$ cat config.mk
export PLATFORM = sky130hd
export DESIGN_NAME = hpdt_ctrl
export DESIGN_NICKNAME = d
export VERILOG_FILES = /design/src/hdl/hpdt_pkg.sv /design/src/hdl/hpdt_ctrl.sv
export SDC_FILE = /design/constraint.sdc
export NUM_CORES = 1
export LEC_CHECK = 0
export ABC_CLOCK_PERIOD_IN_PS = 2400
export BUFFER_PORTS_ARGS = -buffer_cell sky130_fd_sc_hd__buf_2
export CAP_MARGIN = 20
export CORE_AREA = 8 8 45 47
export CTS_CLUSTER_SIZE = 16
export DETAILED_ROUTE_END_ITERATION = 12
export DIE_AREA = 0 0 53 55
export REMOVE_ABC_BUFFERS = 1
export SYNTH_ARGS = -nofsm -noshare
export SYNTH_HDL_FRONTEND = slang
export SYNTH_SLANG_ARGS = --single-unit
$ cat constraint.sdc
create_clock -name clock -period 2.4 [get_ports clock]
set_clock_uncertainty 0.05 [all_clocks]
set_input_delay 0 -clock clock [delete_from_list [all_inputs] [get_ports clock]]
set_output_delay 0 -clock clock [all_outputs]
set_load 0.02 [all_outputs]
$ cat src/hdl/hpdt_pkg.sv
`default_nettype none
package hpdt_pkg;

   localparam int TABLE_BYTES    = 4096;
   localparam int MAX_ENTRIES    = 128;
   localparam int STATIC_ENTRIES = 61;
   localparam int ENTRY_OVERHEAD = 32;

   localparam int SLOT_W  = $clog2(MAX_ENTRIES);
   localparam int COUNT_W = SLOT_W + 1;
   localparam int OFF_W   = $clog2(TABLE_BYTES);
   localparam int BYTES_W = OFF_W + 1;

   localparam logic [1:0] OP_LOOKUP = 2'd0;
   localparam logic [1:0] OP_ADD    = 2'd1;
   localparam logic [1:0] OP_RESIZE = 2'd2;

   localparam logic [1:0] ST_OK       = 2'd0;
   localparam logic [1:0] ST_BAD_IDX  = 2'd1;
   localparam logic [1:0] ST_DECLINED = 2'd2;
   localparam logic [1:0] ST_BAD_SIZE = 2'd3;

   typedef enum logic [2:0] {
      S_IDLE,
      S_DECODE,
      S_EVICT_CHECK,
      S_EVICT_WAIT,
      S_LOOK_WAIT,
      S_FINISH
   } state_type;

   typedef struct packed {
      logic       capture;
      logic       rd_lookup;
      logic       rd_oldest;
      logic       lookup_load;
      logic       set_static;
      logic       set_bad_idx;
      logic       set_bad_size;
      logic       add_decline;
      logic       evict_apply;
      logic       add_commit;
      logic       resize_commit;
      logic       emit;
   } cmd_type;

   typedef struct packed {
      logic [1:0]         op;
      logic               idx_zero;
      logic               idx_static;
      logic               idx_in_range;
      logic               add_too_large;
      logic               add_need_evict;
      logic               lim_bad;
      logic               resize_need_evict;
      logic               rsp_busy;
      logic [COUNT_W-1:0] count;
   } stat_type;

endpackage
`default_nettype wire

$ cat src/hdl/hpdt_ctrl.sv
`default_nettype none
module hpdt_ctrl
   import hpdt_pkg::*;
(
   input  wire logic clock,
   input  wire logic reset,
   input  wire logic req_fire,
   input  wire stat_type stat,
   output logic      idle,
   output cmd_type   cmd
);

   state_type state_ff, state_in;

   always_ff @(posedge clock) begin
      if (reset) begin
         state_ff <= S_IDLE;
      end else begin
         state_ff <= state_in;
      end
   end

   always_comb begin
      state_in = state_ff;
      case (state_ff)
         S_IDLE: begin
            if (req_fire) state_in = S_DECODE;
         end
         S_DECODE: begin
            case (stat.op)
               OP_LOOKUP: begin
                  if (!stat.idx_zero && !stat.idx_static && stat.idx_in_range)
                     state_in = S_LOOK_WAIT;
                  else
                     state_in = S_FINISH;
               end
               OP_ADD: begin
                  state_in = stat.add_too_large ? S_FINISH : S_EVICT_CHECK;
               end
               OP_RESIZE: begin
                  state_in = stat.lim_bad ? S_FINISH : S_EVICT_CHECK;
               end
               default: state_in = S_FINISH;
            endcase
         end
         S_EVICT_CHECK: begin
            if ((stat.op == OP_ADD && stat.add_need_evict) ||
                (stat.op == OP_RESIZE && stat.resize_need_evict))
               state_in = S_EVICT_WAIT;
            else
               state_in = S_FINISH;
         end
         S_EVICT_WAIT: state_in = S_EVICT_CHECK;
         S_LOOK_WAIT:  state_in = S_FINISH;
         S_FINISH: begin
            if (!stat.rsp_busy) state_in = S_IDLE;
         end
         default: state_in = S_IDLE;
      endcase
   end

   always_comb begin
      cmd  = '0;
      idle = (state_ff == S_IDLE);
      case (state_ff)
         S_IDLE: cmd.capture = req_fire;
         S_DECODE: begin
            case (stat.op)
               OP_LOOKUP: begin
                  if (stat.idx_zero)
                     cmd.set_bad_idx = 1'b1;
                  else if (stat.idx_static)
                     cmd.set_static = 1'b1;
                  else if (stat.idx_in_range)
                     cmd.rd_lookup = 1'b1;
                  else
                     cmd.set_bad_idx = 1'b1;
               end
               OP_ADD:    cmd.add_decline  = stat.add_too_large;
               OP_RESIZE: cmd.set_bad_size = stat.lim_bad;
               default: ;
            endcase
         end
         S_EVICT_CHECK: begin
            if (stat.op == OP_ADD) begin
               if (stat.add_need_evict) cmd.rd_oldest = 1'b1;
               else cmd.add_commit = 1'b1;
            end else begin
               if (stat.resize_need_evict) cmd.rd_oldest = 1'b1;
               else cmd.resize_commit = 1'b1;
            end
         end
         S_EVICT_WAIT: cmd.evict_apply = 1'b1;
         S_LOOK_WAIT:  cmd.lookup_load = 1'b1;
         S_FINISH:     cmd.emit = !stat.rsp_busy;
         default: ;
      endcase
   end

endmodule
`default_nettype wire

### After elaboration in Yosys (flattened, before gate mapping)

Cells that the tools add are included.
W data, S select, Z words.

| operators by class | value |
|---|---|
| eq/ne operators | 9 |
| mux-type cells | 35 |
| reductions and logical operators | 11 |

Operators by type and width:

| kind | count |
|---|---|
| $mux W1 | 25 |
| $pmux W3 S6 | 1 |
| $mux W3 | 5 |
| $pmux W3 S3 | 1 |
| $eq A3 B2 Y1 const B | 2 |
| $eq A3 B3 Y1 const B | 2 |
| $logic_and A1 B1 Y1 | 4 |
| $mux W2 | 2 |
| $mux W4 | 1 |
| $ne A2 B2 Y1 const B | 2 |
| $eq A3 B1 Y1 const B | 1 |
| $logic_not A1 Y1 | 3 |
| $logic_not A3 Y1 | 1 |
| $eq A2 B1 Y1 const B | 1 |
| $eq A2 B2 Y1 const B | 1 |
| $logic_not A2 Y1 | 1 |
| $reduce_and A2 Y1 | 1 |
| $logic_or A1 B1 Y1 | 1 |

| word-level totals | value |
|---|---|
| register bits after elaboration | 3 |
| bits of input ports | 21 |
| output and inout port bits | 13 |
| logic and storage cells | 56 |

### Logic depth before layout (Yosys ltp)

| logic depth | value |
|---|---|
| depth in word-level cells | 6 |
| mapped depth | 4 |
| mapped depth without buffers | 3 |

### Least setup slack after synthesis

Ideal clock, no wire load.

| timing | value |
|---|---|
| path type | register to output |
| from | reg state_ff[1] |
| to | out cmd[7] (netlist bit) |
| arrival time | 1.599 ns |
| data required time | 2.350 ns |
| slack | 0.751 ns |
| stages on the path, launching flop included | 5 |
| buffers on the path | 1 |
| cells stage by stage | dfxtp_1 -> buf_2 -> or3b_4 -> or2_1 -> nor3b_1 |

RTL lines:

| item | line | text |
|---|---|---|
| start: declaration | hpdt_ctrl.sv:13 | `state_type state_ff, state_in;` |
| start signal: assignment | hpdt_ctrl.sv:19 | `state_ff <= state_in;` |
| end: declaration | hpdt_ctrl.sv:10 | `output cmd_type cmd` |

==> results by group <==
STA
  • Relative slew slack: 79.7%
  • Final setup TNS: 0 ns
  • Hold Worst Slack: roughly 0.086 ns
  • Unrepaired setup endpoints after global routing: false
  • Tcrit/Tclk final: 74.3%
  • Worst Tran Pin Value: 0.305 ns
  • Minimum clock period: around 1.8 ns
  • Final setup vio count: 0
  • Pins Over Slew Limit: 0
  • Final Hold Vio Count: 0
  • Achievable Freq: 561 MHz

Critical path
  • CP max FO: 8
  • RR Endpoint: state_ff[0]$_SDFFE_PP0P_
  • R2R setup slack: 0.94 ns
  • CP Capture Type: output port
  • Start point of the critical path: state_ff[0]$_SDFFE_PP0P_
  • R2r startpoint: state_ff[0]$_SDFFE_PP0P_
  • FF-to-FF path depth: 3
  • Crit Path Class: reg -> out
  • CP Launch Type: flip-flop
  • CP required: ~2.4 ns
  • Crit path DAT: 1.73 ns

Worst hold path
  • Hold endpoint: state_ff[0]$_SDFFE_PP0P_
  • Worst hold path type: in -> reg
  • Worst min-delay path startpoint: req_fire
  • Hold path depth: 3

Synthesis
  • Cell area after synthesis: 363 sq um
  • Sequential-to-total area share from yosys stat: 16.6%
  • Synth async-reset ratio: 0%
  • Synth Warn #: 0
  • Most used DFF post-synth: dfxtp_1
  • Cell variety after synth: 26
  • Post-synth EDFFs: 0
  • Post-synthesis area per instance: approximately 7.0 sq um
  • FF+latch count, synth: 3
  • Post-Synthesis Cells: 52

Floorplan
  • Horiz. Die Dim: between 50 and 60 um
  • Die span in y: around 55 um
  • Core Footprint: between 1000 and 1500 sq um
  • Effective utilization at floorplan: a little over a quarter
  • Area of the die: between 2000 and 3000 sq um
  • # rows: 14
  • Ports: 34

Drt
  • DRC viols: 0
  • WL per Instance: between 10 and 15 um
  • Via count: 464
  • Max layer used: met3
  • WL final: about 1100 um
  • Via/cell ratio: between 4 and 5
  • DRT Pass-1 Iters: 4
  • WL met1: 450 um
  • Detail Route met2 WL: 408 um
  • Met3 WL: 192 um
  • DR iter-0 viols: 5
  • Number of antenna-violating nets in the routed design: 0

Global route
  • Initial antenna violation count: 0
  • Largest net degree at the start of global routing: 11
  • Total track usage: around 7.2%
  • Vias in the first global route: 400
  • First-pass GRT wire length: 1630 um
  • GRT Residual Overflow: 0

Clock tree
  • TritonCTS buffer count: 3
  • Post-CTS Resized: 0
  • Clk sinks: 3
  • CTS tree: done
  • Buffer depth of the longest clock path: 2
  • Worst skew pair latency: about 0.23 ns
  • Hold_buf cts: 1
  • Worst-path clk slew: 0.04 ns
  • CTS H-tree depth: 1
  • CTS root buf: clkbuf_4
  • Post-CTS setup buffer count: 0

Placement
  • Cell Count Post-Placement: 92
  • IO buf count: 25
  • RePlAce Congestion: 0.810
  • DP HPWL: 879 um

Layout
  • Layout Cells excl Fill: 97
  • Biggest regs: state_ff (3)
  • Diode count: 0
  • Fillcell total: 159
  • FF/Latch Area: 60.1 sq um
  • Most frequent cells in the layout: 25 x buf_2, 10 x nor2_1, 5 x nor3b_1
  • Commonest non-fill, non-tap cell in the layout: buf_2
  • Multi-input gate area: 290 sq um
  • Final core utilization: 39.0%
  • Max FFs per register: 3
  • Largest Register: state_ff
  • Final nets: 103
  • Share of post-route cells with drive strength above 1: a little under two fifths
  • Area growth syn-to-layout: 48.6%

Status
  • Run status: complete, no violations

Power and ir drop
  • Static leakage: ~0.26 nW
  • Pwr/cell area: roughly 480 nW/um^2
  • Peak VDD IR: about 0.38 mV
  • Pwr Total: 259 uW

Flow run
  • Max_cap viols: 0
## cells in the mapped netlist, types with 2 or more instances
library cell  instances  area, sq um
and3b_1               2         17.5
dfxtp_1               3         60.1
inv_1                 2         7.51
nand2b_1              2         12.5
nand3b_1              2         15.0
nor2_1               10         37.5
nor2b_1               4         25.0
nor3_1                4         20.0
nor3b_1               5         37.5
o21ai_0               2         10.0
## area by class of cell
type | count | share of cell area, %
Multi-Input combinational cell | 46 | 53.8
Timing Repair Buffer | 26 | 25.1
Sequential cell | 3 | 11.1
Clock buffer | 4 | 4.87
Tap cell | 16 | 3.71
Inverter | 2 | 1.39
## cells by family after synthesis
kind of cell	synth area share (%)
simple gates	61.0
compound gates	16.2
flops	16.6
buf+inv	3.45
mux	2.76
## critical path: stages, from the launching register on
cell and delay, ns:
dfxtp_1 0.42, or3b_4 0.43, or2_1 0.27, nor3b_1 0.18, buf_2 0.19
## how the worst max path moves through the flow
stage               depth (start not counted)      to
global route                                4  cmd[7]
floorplan                                   3  cmd[7]
global placement                            4  cmd[7]
finish                                      4  cmd[7]
CTS                                         4  cmd[7]
detailed placement                          4  cmd[7]
## layer usage
metal | global-route usage (%) | vias up
li1 | - | 244
met1 | 9.85 | 196
met4 | 2.59 | 0
met2 | 8.98 | 24
met5 | 0 | -
met3 | 4.01 | 0
## per-stage QoR
stage,worst slack [ns],instance area [sq um]
floorplan,0.766,358
global placement,0.865,503
detailed placement,0.868,503
CTS,0.602,539
global route,0.455,539
finish,0.616,539
## power by group
group	switching (mW)	leakage [nW]	total (mW)	internal [mW]
combinational	0.0553	0.216	0.104	0.0482
clock	0.0251	0.0150	0.0874	0.0622
sequential	0.0115	0.0247	0.0681	0.0567
Note: power is estimated with default switching activity, not from simulation.
